===== src/sv/dnb_pkg.sv =====
// Shared types and constants for the direct-summation acceleration block.
`default_nettype none
package dnb_pkg;

  // Configuration register indexes
  localparam logic [2:0] REG_TARGET_X     = 3'd0;
  localparam logic [2:0] REG_TARGET_Y     = 3'd1;
  localparam logic [2:0] REG_TARGET_Z     = 3'd2;
  localparam logic [2:0] REG_TARGET_INDEX = 3'd3;
  localparam logic [2:0] REG_GAIN         = 3'd4;

  localparam logic [31:0] GAIN_RESET = 32'h0001_0000;
  localparam logic [63:0] POS_MAX    = 64'h7FFF_FFFF_FFFF_FFFF;
  localparam logic [63:0] NEG_MIN    = 64'h8000_0000_0000_0000;

  // Sequencer last-step indexes (each phase counts from 0 up to its value)
  localparam logic [5:0] MUL_LAST   = 6'd5;
  localparam logic [5:0] ROOT_LAST  = 6'd48;
  localparam logic [5:0] DEN_LAST   = 6'd3;
  localparam logic [5:0] DIV_LAST   = 6'd62;
  localparam logic [5:0] SCALE_LAST = 6'd8;

  // Shared multiplier operand selects in the per-source multiply phase
  localparam logic [2:0] MS_SQ_X  = 3'd0;
  localparam logic [2:0] MS_SQ_Y  = 3'd1;
  localparam logic [2:0] MS_SQ_Z  = 3'd2;
  localparam logic [2:0] MS_TOP_X = 3'd3;
  localparam logic [2:0] MS_TOP_Y = 3'd4;
  localparam logic [2:0] MS_TOP_Z = 3'd5;

  // Gain scaling phases per axis
  localparam logic [1:0] PH_LO  = 2'd0;
  localparam logic [1:0] PH_HI  = 2'd1;
  localparam logic [1:0] PH_FIN = 2'd2;

  typedef struct packed {
    logic       load;
    logic       mul_en;
    logic [2:0] mul_sel;
    logic       zero_chk;
    logic       root_en;
    logic       den_en;
    logic [1:0] den_sel;
    logic       div_init;
    logic       div_en;
    logic       acc_en;
    logic       scale_en;
    logic [1:0] scale_axis;
    logic [1:0] scale_ph;
    logic       emit;
  } cmd_t;

  typedef struct packed {
    logic hit;
    logic r2_zero;
    logic final_in;
    logic final_src;
    logic out_free;
  } status_t;

endpackage
`default_nettype wire


===== src/sv/dnb_ctrl.sv =====
// Sequencer that steps the datapath through one source and the final scaling.
`default_nettype none
module dnb_ctrl import dnb_pkg::*; (
  input  logic    clk,
  input  logic    rst_n,
  input  logic    in_valid,
  output logic    in_ready,
  input  status_t status_i,
  output cmd_t    cmd_o
);

  typedef enum logic [9:0] {
    ST_IDLE  = 10'b00_0000_0001,
    ST_MUL   = 10'b00_0000_0010,
    ST_ROOT0 = 10'b00_0000_0100,
    ST_ROOT  = 10'b00_0000_1000,
    ST_DEN   = 10'b00_0001_0000,
    ST_DIV0  = 10'b00_0010_0000,
    ST_DIV   = 10'b00_0100_0000,
    ST_ACC   = 10'b00_1000_0000,
    ST_FIN   = 10'b01_0000_0000,
    ST_SCALE = 10'b10_0000_0000
  } state_t;

  state_t     state_r, state_nxt;
  logic [5:0] cnt_r, cnt_nxt;

  always_comb begin
    state_nxt = state_r;
    cnt_nxt   = cnt_r;
    cmd_o     = '0;
    in_ready  = (state_r == ST_IDLE);
    unique case (state_r)
      ST_IDLE: begin
        if (in_valid) begin
          cmd_o.load = 1'b1;
          if (status_i.hit) begin
            state_nxt = status_i.final_in ? ST_FIN : ST_IDLE;
          end else begin
            state_nxt = ST_MUL;
            cnt_nxt   = '0;
          end
        end
      end
      ST_MUL: begin
        cmd_o.mul_en  = 1'b1;
        cmd_o.mul_sel = cnt_r[2:0];
        if (cnt_r == MUL_LAST) begin
          state_nxt = ST_ROOT0;
        end else begin
          cnt_nxt = cnt_r + 6'd1;
        end
      end
      ST_ROOT0: begin
        cmd_o.zero_chk = 1'b1;
        if (status_i.r2_zero) begin
          state_nxt = status_i.final_src ? ST_FIN : ST_IDLE;
        end else begin
          state_nxt = ST_ROOT;
          cnt_nxt   = '0;
        end
      end
      ST_ROOT: begin
        cmd_o.root_en = 1'b1;
        if (cnt_r == ROOT_LAST) begin
          state_nxt = ST_DEN;
          cnt_nxt   = '0;
        end else begin
          cnt_nxt = cnt_r + 6'd1;
        end
      end
      ST_DEN: begin
        cmd_o.den_en  = 1'b1;
        cmd_o.den_sel = cnt_r[1:0];
        if (cnt_r == DEN_LAST) begin
          state_nxt = ST_DIV0;
        end else begin
          cnt_nxt = cnt_r + 6'd1;
        end
      end
      ST_DIV0: begin
        cmd_o.div_init = 1'b1;
        state_nxt      = ST_DIV;
        cnt_nxt        = '0;
      end
      ST_DIV: begin
        cmd_o.div_en = 1'b1;
        if (cnt_r == DIV_LAST) begin
          state_nxt = ST_ACC;
        end else begin
          cnt_nxt = cnt_r + 6'd1;
        end
      end
      ST_ACC: begin
        cmd_o.acc_en = 1'b1;
        state_nxt    = status_i.final_src ? ST_FIN : ST_IDLE;
      end
      ST_FIN: begin
        if (status_i.out_free) begin
          state_nxt = ST_SCALE;
          cnt_nxt   = '0;
        end
      end
      ST_SCALE: begin
        cmd_o.scale_en = 1'b1;
        priority if (cnt_r >= 6'd6) begin
          cmd_o.scale_axis = 2'd2;
          cmd_o.scale_ph   = 2'(cnt_r - 6'd6);
        end else if (cnt_r >= 6'd3) begin
          cmd_o.scale_axis = 2'd1;
          cmd_o.scale_ph   = 2'(cnt_r - 6'd3);
        end else begin
          cmd_o.scale_axis = 2'd0;
          cmd_o.scale_ph   = cnt_r[1:0];
        end
        if (cnt_r == SCALE_LAST) begin
          cmd_o.emit = 1'b1;
          state_nxt  = ST_IDLE;
        end else begin
          cnt_nxt = cnt_r + 6'd1;
        end
      end
      default: begin
        state_nxt = ST_IDLE;
      end
    endcase
  end

  always_ff @(posedge clk) begin
    if (!rst_n) begin
      state_r <= ST_IDLE;
      cnt_r   <= '0;
    end else begin
      state_r <= state_nxt;
      cnt_r   <= cnt_nxt;
    end
  end

  a_div_after_den: assert property (@(posedge clk) disable iff (!rst_n)
    cmd_o.div_init |-> $past(state_r) == ST_DEN)
    else $error("division started without a denominator pass");

  a_emit_to_idle: assert property (@(posedge clk) disable iff (!rst_n)
    cmd_o.emit |=> (state_r == ST_IDLE && cnt_r == SCALE_LAST))
    else $error("sequencer did not return to idle after emitting");

  a_state_onehot: assert property (@(posedge clk) disable iff (!rst_n)
    $onehot(state_r))
    else $error("sequencer state is not one-hot");

endmodule
`default_nettype wire


===== config.mk =====
export PLATFORM = sky130hd
export DESIGN_NAME = dnb_ctrl
export DESIGN_NICKNAME = d
export VERILOG_FILES = /design/src/sv/dnb_pkg.sv /design/src/sv/dnb_ctrl.sv
export SDC_FILE = /design/constraint.sdc
export NUM_CORES = 1
export LEC_CHECK = 0
export BUFFER_PORTS_ARGS = -buffer_cell sky130_fd_sc_hd__clkbuf_2
export CORE_MARGIN = 10
export CORE_UTILIZATION = 59
export DETAILED_ROUTE_END_ITERATION = 8
export PLACE_DENSITY = 0.83
export SLEW_MARGIN = 20
export SYNTH_ARGS = -nofsm -noshare
export SYNTH_HDL_FRONTEND = slang
export SYNTH_SLANG_ARGS = --single-unit

===== constraint.sdc =====
create_clock -name clk -period 6.7 [get_ports clk]
set_input_delay 1.005 -clock clk [delete_from_list [all_inputs] [get_ports clk]]
set_output_delay 1.005 -clock clk [all_outputs]
set_load 0.05 [all_outputs]

==> results of run 1 <==
cells by family after synthesis:
| kind of cell | synth area share |
|---|---|
| compound gates | 0.189 |
| fa+ha+maj | 0.0365 |
| flops | 0.234 |
| simple gates | 0.445 |
| xor+xnor | 0.0256 |
| buf+inv | 0.0621 |
| mux | 0.00822 |
report_power, final:
| group | total (uW) | internal [uW] | switching (uW) |
|---|---|---|---|
| Clock | 52.7 | 21.0 | 31.8 |
| Sequential | 111 | 101 | 9.96 |
| Combinational | 195 | 68.7 | 126 |
worst register-to-register path: stages, from the launching register on:
cell and delay, ns:
dfxtp_1 0.54, nor4_2 0.16, nand4b_1 0.38, nor2_1 0.15, nor4_1 0.81, o211ai_1 0.21
a32o_2 0.31
cell usage in the layout (no fill, tap or decap), types with 2 or more instances in the layout:
master / n
xor2_1: 2
a211oi_1: 3
nor3b_1: 3
a2111oi_0: 2
nor4_2: 3
xnor2_1: 2
o2bb2ai_1: 2
a21oi_1: 11
and4_1: 2
or2_2: 3
nor3_1: 3
dfxtp_1: 16
o211ai_1: 3
nor4b_1: 3
a31oi_1: 2
or4_1: 3
nand2_1: 10
and2_1: 4
nor4_1: 5
a32o_2: 3
inv_1: 12
nand4_1: 5
nor2_1: 23
nand4b_1: 3
clkbuf_2: 27
and3_1: 4
o21ai_0: 6
and4_4: 2
nor2b_1: 2
nand2b_1: 2
clkbuf_4: 3
ha_1: 4
or3_1: 3
nand3_1: 5
registers in the layout, indices dropped and copies added, names as in the netlist:
signal	count
cnt_r	6
state_r	10
worst min path at each step:
stage,end,cells past startpoint
3_5_place_dp,cnt_r[0],2
5_1_grt,cnt_r[0],2
6_report,cnt_r[0],2
2_1_floorplan,cnt_r[0],2
3_3_place_gp,cnt_r[0],2
4_1_cts,cnt_r[0],2
stage by stage:
| stage | cell area, um^2 | utilization | hold WS, ns | worst slack (ns) |
|---|---|---|---|---|
| after floorplan | 1370 | - | 0.492 | 3.05 |
| after global placement | 1500 | 0.678 | 0.518 | 3.67 |
| after detailed placement | 1500 | 0.678 | 0.530 | 3.60 |
| after CTS | 1520 | 0.688 | 0.546 | 3.26 |
| after global routing | 1520 | 0.688 | 0.575 | 3.03 |
| final | 1520 | 0.688 | 0.553 | 3.21 |
area by class of cell:
class                   instances  area (um^2)
flip-flops and latches         16          320
well taps                      28         35.0
repair buffers                 27          135
clock buffers                   3         22.5
multi-input cells             144          965
inverters                      12         45.0
fillers                       200          689
per-layer routing:
layer / routed length, um / track usage / up-vias
li1: - / - / 728
met1: 1750 / 0.234 / 743
met2: 1840 / 0.273 / 89
met3: 390 / 0.0473 / 7
met4: 59 / 0.0729 / 0
met5: 0 / 0 / -
==> impl_results.md, run 1 <==
* Area grow syn2layout at 11.1%
* Initial antenna violation count at 0
* CTS tree: yes
* Setup bufs post-CTS at 0
* Count of cell types in the netlist at 50
* First-pass GRT wire length at 6.56 mm
* Critical R2R Launch: state_r[2]
* Setup Crit Path Kind: reg -> out
* Placed insts at 227
* Fin crit share at 0.521
* Clock tree buffer depth at 2
* Outcome: finished, final reports clean
* Vias in the first global route at 1,381
* # DRC at 0
* PwrDens at 236 mW/mm^2
* Worst R2R Setup Slack at between 4 and 5 ns
* Async S/R FF share, synth at 0
* R2R cell count at 6
* Cell count along the critical path at 4
* Max Slew Vio Count at 0
* Hold_sp: cnt_r[0]
* Share of cells above drive strength 1 at 0.233
* Total Nets Final at between 200 and 250
* DPL Wire Length at roughly 3.2 mm
* Top delay family on crit path: simple AND/OR/NAND/NOR gates
* Syn_nets at just under 200
* Routed WL at slightly above 4 mm
* Gr ovfl total at 0
* Worst Path Arrival at 2.49 ns
* DRT Pass-1 Iters at 4
* Yosys Warn Count at 0
* Die footprint at 0.00465 mm^2
* Layout Cells excl Fill at 230
* Initial core utilization at 0.619
* FF-to-FF End: cnt_r[3]
* Worst slew margin at 0.395
* Worst EP required at 5.69 ns
* Number of I/O port buffers at 27
* Peak per-stage delay on the critical path at 0.62 ns
* WP buf/inv at 1
* Synth Flop Type: dfxtp_1
* Hold Path Class: reg -> reg
* Total Power at 359 uW
* RSZ-0062 raised after global routing: no
* Core area at 0.00221 mm^2
* Critical-path maximum fanout at 10
* Number of CTS-inserted buffers at 3
* Largest net degree at the start of global routing at 16
* Crit path cell chain: nor4_2 -> nand4b_1 -> nor2_1 -> clkbuf_2
* Sequential cell area fraction in the yosys report at 0.234
* Antenna Diode Count at 0
* Share of the synthesized area in the top cell type at 0.234
* Worst-Margin Slew at 0.899 ns
* FF+latch count, synth at 16
* Clock transition at path regs at 0.09 ns
* Setup crit start: state_r[7]
* All-layer global routing usage at 0.179
* Most area-consuming cells after synthesis: dfxtp_1, nor2_1, a21oi_1
* Post-synth top cells: nor2_1, dfxtp_1, inv_1
* Skew-Pair Late Insertion Delay at 0.29 ns
* Peak VDD IR at between 0.2 and 0.25 mV
* Crit path launch type: flip-flop
* Die Width at 68.2 um
* MaxCap Viol Count at 0
* Clk root buf: clkbuf_4
* Fin crit period at ~3.5 ns
* Final hold vios at 0
* Final setup TNS at 0 ns
* Cell leakage power at 0.000687 uW
* Crit. End Element: output port
* Post-CTS sizing at 0
* Syn Inst Count at roughly 180
* ANT nets after route at 0
* CP max-delay cell: nor4_2
* # IOs at 28
* Hold-fix buffers at CTS at 0
* EDFF count, synth at 0
* Yosys top cell by area: dfxtp_1
* GP Congestion at 0.893
* Via count at between 1,500 and 2,000
* Die H at 68.2 um
* Htree depth at 1
* Worst setup path end: cmd_o[0]
* Num rows at 17
* DR WL/cell at 17.5 um
* Final setup violating endpoints at 0
* Count leader, synth: nor2_1
* Initial DRC count at ~110
* CTS Sinks at 16
* Netlist Area Pre-Place at approximately 0.0014 mm^2
* Syn avg cell area at about 7.6 um^2
* Vias per inst at 6.81
* Clock Skews at slightly below 0.001 ns
* Fmax at 286 MHz
Note: power is estimated with default switching activity, not from simulation.
==> inputs of run 2 (changes only) <==
Settings changed: CORE_UTILIZATION 59 to 49, PLACE_DENSITY 0.83 to 0.73.
Clock period 6.7 ns to 2.95 ns, I/O delays scaled along.
==> run 2 against run 1 <==
Wire length unchanged. Global-route usage down 3.2 points. Non-clock buffer count did not move. Die area rose by 14%. Combinational power increased by 130%. Core utilization fell by 11 points. Clock power rose to 2.9 times the previous value. Worst setup slack worse by 3.0 ns. Largest cell class unchanged. Hold slack lost 0.080 ns. Clock skew rose by 0.0033 ns. Via count decreased by 5.0%. Final area up 2.5%.
==> impl_results.md, run 2 (synthesis results as in run 1) <==
* Outcome: finished, final reports clean
* Routed wl met2 at 2.10 mm (+14%)
* Vias per inst at 6.36 (-6.6%)
* Via count at 1,489 (-5.0%)
* Fin crit period at between 2 and 3 ns
* Initial antenna violation count at 0 (unchanged)
* Area grow syn2layout at 14.0%
* DR WL/cell at 17.2 um (-1.7%)
* # DRC at 0 (unchanged)
* Critical-path maximum fanout at 8 (-2)
* Pint at 463 uW (+140%)
* Worst hold endpoint: state_r[3]
* Max reg flops at 10 (unchanged)
* Peak VDD IR at 0.369 mV (+65%)
* Top Layer Used: met4
* R2R cell count at 6 (unchanged)
* Fill cells at 275 (+38%)
* Hold_sp: status_i[3]
* Peak per-stage delay on the critical path at 0.69 ns (+0.07 ns)
* # IOs at 28 (unchanged)
* Biggest regs: state_r (10), cnt_r (6)
* Crit. End Element: output port
* Clock transition at path regs at 0.10 ns (about the same)
* Setup bufs post-CTS at 0 (unchanged)
* Die footprint at 0.00531 mm^2 (+14%)
* PwrDens at 549 mW/mm^2 (+130%)
* Vias in the first global route at 1,420 (+2.8%)
* Setup Crit Path Kind: reg -> out
* Number of I/O port buffers at 27 (unchanged)
* Worst slew margin at 0.548 (+0.153)
* Max Slew Vio Count at 0 (unchanged)
* First-pass GRT wire length at 6.44 mm (-1.8%)
* Multi-input gate area in the final layout at 986 um^2 (+2.2%)
* Seq. cell area at 320 um^2 (unchanged)
* Final setup violating endpoints at 0 (unchanged)
* Number of CTS-inserted buffers at 3 (unchanged)
* MaxCap Viol Count at 0 (unchanged)
* Initial core utilization at 0.506 (-0.114)
* Antenna Diode Count at 0 (unchanged)
* Cell leakage power at 0.000701 uW (+2.1%)
* Most frequent cells in the layout: clkbuf_2, nor2_1, dfxtp_1
* Hold Path Class: in -> reg
* Initial DRC count at 120 (+5.3%)
* Post-CTS sizing at 0 (unchanged)
* Die H at 72.9 um (+6.9%)
* Sw power at 394 uW (+130%)
* Sw Share at 0.460 (-0.00820)
* Clock network power share at 0.178 (+0.031)
* Total Nets Final at 216 (unchanged)
* Fin crit share at 0.928
* Worst EP required at 2.51 ns (-3.18 ns)
* Final setup TNS at 0 ns (unchanged)
* Worst-Margin Slew at 0.661 ns (-0.239 ns)
* Clock tree buffer depth at 2 (unchanged)
* RSZ-0062 raised after global routing: no
* Met1 WL at 1.60 mm (-8.2%)
* Share of cells above drive strength 1 at 0.246 (+0.0136)
* Routed WL at 4.04 mm (unchanged)
* Register bank with the most flops: state_r
* Gr ovfl total at 0 (unchanged)
* Met3 routed WL at 277 um (-29%)
* Skew-Pair Late Insertion Delay at 0.29 ns (about the same)
* All-layer global routing usage at 0.148 (-0.0317)
* ANT nets after route at 0 (unchanged)
* CTS tree: yes
* Fmax at 365 MHz
* Die Width at 72.9 um (+6.9%)
* Most common cell after layout, fill and taps aside: clkbuf_2
* Share of power burned in combinational logic at 0.524 (-0.019)
* Reg power frac at 0.297 (-0.013)
* Worst R2R Setup Slack at 0.44 ns (-3.62 ns)
* Crit path launch type: flip-flop
* CTS Sinks at 16 (unchanged)
* Hold-fix buffers at CTS at 0 (unchanged)
* WHS Path Cells at 4 (+2)
* DRT Pass-1 Iters at 4 (unchanged)
* FF-to-FF End: cnt_r[5]
* Total Power at 857 uW (+140%)
* Critical R2R Launch: state_r[8]
* Clk root buf: clkbuf_4
* Core area at 0.00271 mm^2 (+23%)
* Crit path cell chain: or4_1 -> or3_1 -> nor2_1 -> clkbuf_2
* Worst Path Arrival at 2.30 ns (-0.19 ns)
* DPL Wire Length at 3.22 mm (+1.9%)
* Final hold vios at 0 (unchanged)
* GP Congestion at 0.985 (+10%)
* Largest net degree at the start of global routing at 16 (unchanged)
* Num rows at 19 (+2)
* Htree depth at 1 (unchanged)
* Clock Skews at 0.00425 ns (+0.00327 ns)
* CP max-delay cell: or4_1
[run 2: changes by cell type in the layout (fill, tap and decap cells not counted), sizes merged]
| cell | previous run | this run |
|---|---|---|
| clkbuf | 30 | 31 |
[run 2: area by class of cell]
cell class | instances | area share
Multi-Input combinational cell | 144 | 0.631
Sequential cell | 16 | 0.205
Timing Repair Buffer | 27 | 0.0865
Inverter | 12 | 0.0288
Tap cell | 31 | 0.0248
Clock buffer | 4 | 0.0232
[run 2: power by group through the flow]
| stage | logic [uW] | clock network (uW) | registers, uW |
|---|---|---|---|
| 2_1_floorplan | 354 | 0 | 250 |
| 3_3_place_gp | 429 | 0 | 255 |
| 3_5_place_dp | 441 | 0 | 257 |
| 4_1_cts | 444 | 154 | 252 |
| 5_1_grt | 482 | 166 | 258 |
| 6_report | 449 | 153 | 255 |
[run 2: critical path, delay by kind of cell, from the launching register on]
| family | cells | cell delay, ns |
|---|---|---|
| simple gates | 3 | 1.33 |
| flops | 1 | 0.38 |
| buf+inv | 1 | 0.29 |
[run 2: metal layers]
metal | GRT usage | up-vias
met1 | 0.170 | 706
met5 | 0 | -
met3 | 0.0340 | 6
met4 | 0.0506 | 0
li1 | - | 721
met2 | 0.259 | 56
[run 2: stage by stage]
| stage | setup WS (ns) | cells | hold WS, ns | area [um^2] | util |
|---|---|---|---|---|---|
| floorplan | 0.00809 | 181 | 0.492 | 1380 | - |
| global placement | 0.484 | 230 | 0.528 | 1510 | 0.557 |
| detailed placement | 0.459 | 230 | 0.538 | 1510 | 0.557 |
| CTS | 0.113 | 234 | 0.477 | 1550 | 0.571 |
| global route | 0.0751 | 234 | 0.483 | 1560 | 0.576 |
| finish | 0.212 | 234 | 0.473 | 1560 | 0.576 |
[run 2: how the worst max path moves through the flow]
stage | startpoint | to | depth (start not counted)
floorplan | state_r[7] | cmd_o[2] | 4
global placement | cnt_r[1] | state_r[0] | 7
detailed placement | state_r[7] | cmd_o[0] | 4
CTS | state_r[7] | cmd_o[0] | 4
global route | state_r[7] | cmd_o[0] | 4
finish | state_r[8] | cmd_o[9] | 4
==> inputs of run 3 (changes only) <==
Settings changed: BUFFER_PORTS_ARGS -buffer_cell sky130_fd_sc_hd__clkbuf_2 to default, CORE_MARGIN 10 to 4, CORE_UTILIZATION 49 to 56, DONT_BUFFER_PORTS from default to 1, PLACE_DENSITY 0.73 to default, PLACE_DENSITY_LB_ADDON from default to 0.1.
==> run 3 against run 2 <==
Register-to-register slack got worse by 0.10 ns. Via count decreased by 0.27%. Largest power group unchanged. Non-clock buffer count decreased by 10. Final area decreased by 2.2%. Final cell count decreased by 6.0%. Hold slack got worse by 0.17 ns. Die area decreased by 38%. Sequential power about the same. Clock skew decreased by 0.0023 ns.
==> impl_results.md, run 3 (synthesis results as in run 1) <==
* Setup Crit Path Kind: reg -> out
* Max reg flops at 10 (unchanged)
* Register bank with the most flops: state_r
* Skew-Pair Late Insertion Delay at 0.29 ns (about the same)
* Vias per inst at 6.75 (+6.1%)
* Antenna Diode Count at 0 (unchanged)
* Die Width at 57.5 um (-21%)
* Post-CTS sizing at 0 (unchanged)
* Crit path launch type: flip-flop
* Worst EP required at 2.51 ns (about the same)
* Fin crit period at 2.72 ns (-0.0176 ns)
* DR WL/cell at 17.5 um (+1.5%)
* First-pass GRT wire length at 6.21 mm (-3.6%)
* CTS tree: yes
* FF-to-FF End: cnt_r[5]
* # IOs at 28 (unchanged)
* Htree depth at 1 (unchanged)
* Biggest regs: state_r (10), cnt_r (6)
* Vias in the first global route at 1,303 (-8.2%)
* PwrDens at 536 mW/mm^2 (-2.2%)
* Total Nets Final at 206 (-4.6%)
* Die H at 57.5 um (-21%)
* Final setup TNS at 0 ns (unchanged)
* Worst slew margin at 0.496 (-0.0520)
* Routed WL at 3.85 mm (-4.5%)
* Initial core utilization at 0.602 (+0.0964)
* Area grow syn2layout at 11.4%
* Most frequent cells in the layout: nor2_1, buf_4, dfxtp_1
* Clock Skews at 0.00198 ns (-0.00227 ns)
* Peak VDD IR at 0.640 mV (+73%)
* Core area at 0.00228 mm^2 (-16%)
* Area after DPL at 0.00149 mm^2 (-1.4%)
* Worst hold endpoint: cnt_r[4]
* MaxCap Viol Count at 0 (unchanged)
* Clk root buf: clkbuf_4
* Initial antenna violation count at 0 (unchanged)
* Worst Path Arrival at 2.28 ns (-0.02 ns)
* Total Power at 819 uW (-4.4%)
* Final setup violating endpoints at 0 (unchanged)
* Gr ovfl total at 0 (unchanged)
* Num rows at 17 (-2)
* Clock transition at path regs at 0.09 ns (about the same)
* Number of I/O port buffers at 0 (-100%)
* Number of CTS-inserted buffers at 3 (unchanged)
* Outcome: finished, final reports clean
* Share of cells above drive strength 1 at 0.203 (-0.0432)
* CTS Sinks at 16 (unchanged)
* DPL Wire Length at 2.99 mm (-7.1%)
* Setup bufs post-CTS at 0 (unchanged)
* Fmax at 368 MHz (+0.65%)
* WHS Path Cells at 2 (-2)
* Largest net degree at the start of global routing at 16 (unchanged)
* Max Slew Vio Count at 0 (unchanged)
* Crit. End Element: output port
* Hold Path Class: in -> reg
* Final hold vios at 0 (unchanged)
* Initial DRC count at 101 (-16%)
* Clock tree buffer depth at 2 (unchanged)
* ANT nets after route at 0 (unchanged)
* Fin crit share at 0.922 (-0.00597)
* GP Congestion at 0.952 (-3.3%)
* # DRC at 0 (unchanged)
* Cell leakage power at 0.000655 uW (-6.6%)
* DRT Pass-1 Iters at 4 (unchanged)
* Hold-fix buffers at CTS at 0 (unchanged)
* Via count at 1,485 (-0.27%)
* Worst R2R Setup Slack at 0.34 ns (-0.10 ns)
* All-layer global routing usage at 0.234 (+0.0864)
* R2R cell count at 6 (unchanged)
* Critical R2R Launch: state_r[8]
* Critical-path maximum fanout at 8 (unchanged)
* Die footprint at 0.00330 mm^2 (-38%)
* Most common cell after layout, fill and taps aside: nor2_1
* Worst-Margin Slew at 0.749 ns (+0.0882 ns)
* RSZ-0062 raised after global routing: no
* Hold_sp: rst_n
* Post-route cell area at 0.00153 mm^2 (-2.2%)
[run 3: final cells by class]
class | instances | area, um^2
Tap cell | 28 | 35.0
Clock buffer | 3 | 22.5
Timing Repair Buffer | 17 | 128
Fill cell | 195 | 749
Inverter | 12 | 45.0
Multi-Input combinational cell | 144 | 976
Sequential cell | 16 | 320
[run 3: worst max path at each step]
| stage | slack (ns) | from | end |
|---|---|---|---|
| after CTS | 0.18 | state_r[7] | cmd_o[0] |
| after floorplan | 0.008 | state_r[7] | cmd_o[2] |
| after global placement | 0.49 | state_r[8] | cnt_r[3] |
| after global routing | 0.10 | state_r[7] | cmd_o[16] |
| final | 0.23 | state_r[8] | cmd_o[11] |
| after detailed placement | 0.47 | state_r[8] | cnt_r[3] |
[run 3: metal layers]
| metal | share of wire | routed length, um | global-route usage | vias to the layer above |
|---|---|---|---|---|
| met1 | 0.45 | 1720 | 0.336 | 686 |
| li1 | - | - | - | 703 |
| met3 | 0.10 | 392 | 0.0452 | 11 |
| met4 | 0.022 | 85 | 0.0960 | 0 |
| met5 | 0 | 0 | 0 | - |
| met2 | 0.43 | 1650 | 0.339 | 85 |
[run 3: stage by stage]
| step | util | instances | hold WS (ns) | worst slack (ns) |
|---|---|---|---|---|
| after floorplan | - | 181 | 0.492 | 0.00809 |
| after global routing | 0.671 | 220 | 0.297 | 0.103 |
| after global placement | 0.654 | 215 | 0.538 | 0.494 |
| final | 0.671 | 220 | 0.301 | 0.230 |
| after detailed placement | 0.654 | 215 | 0.541 | 0.471 |
| after CTS | 0.664 | 218 | 0.298 | 0.176 |
[run 3: critical path: stages (launching register included)]
cell and delay, ns:
dfxtp_1 0.37, or4_1 0.72, or3_1 0.53, inv_1 0.37
[run 3: power breakdown]
group          internal [uW]  total (uW)  switching (uW)
Clock                   47.5         117            69.7
Combinational            165         450             285
Sequential               230         252            22.3
Total                    442         819             377
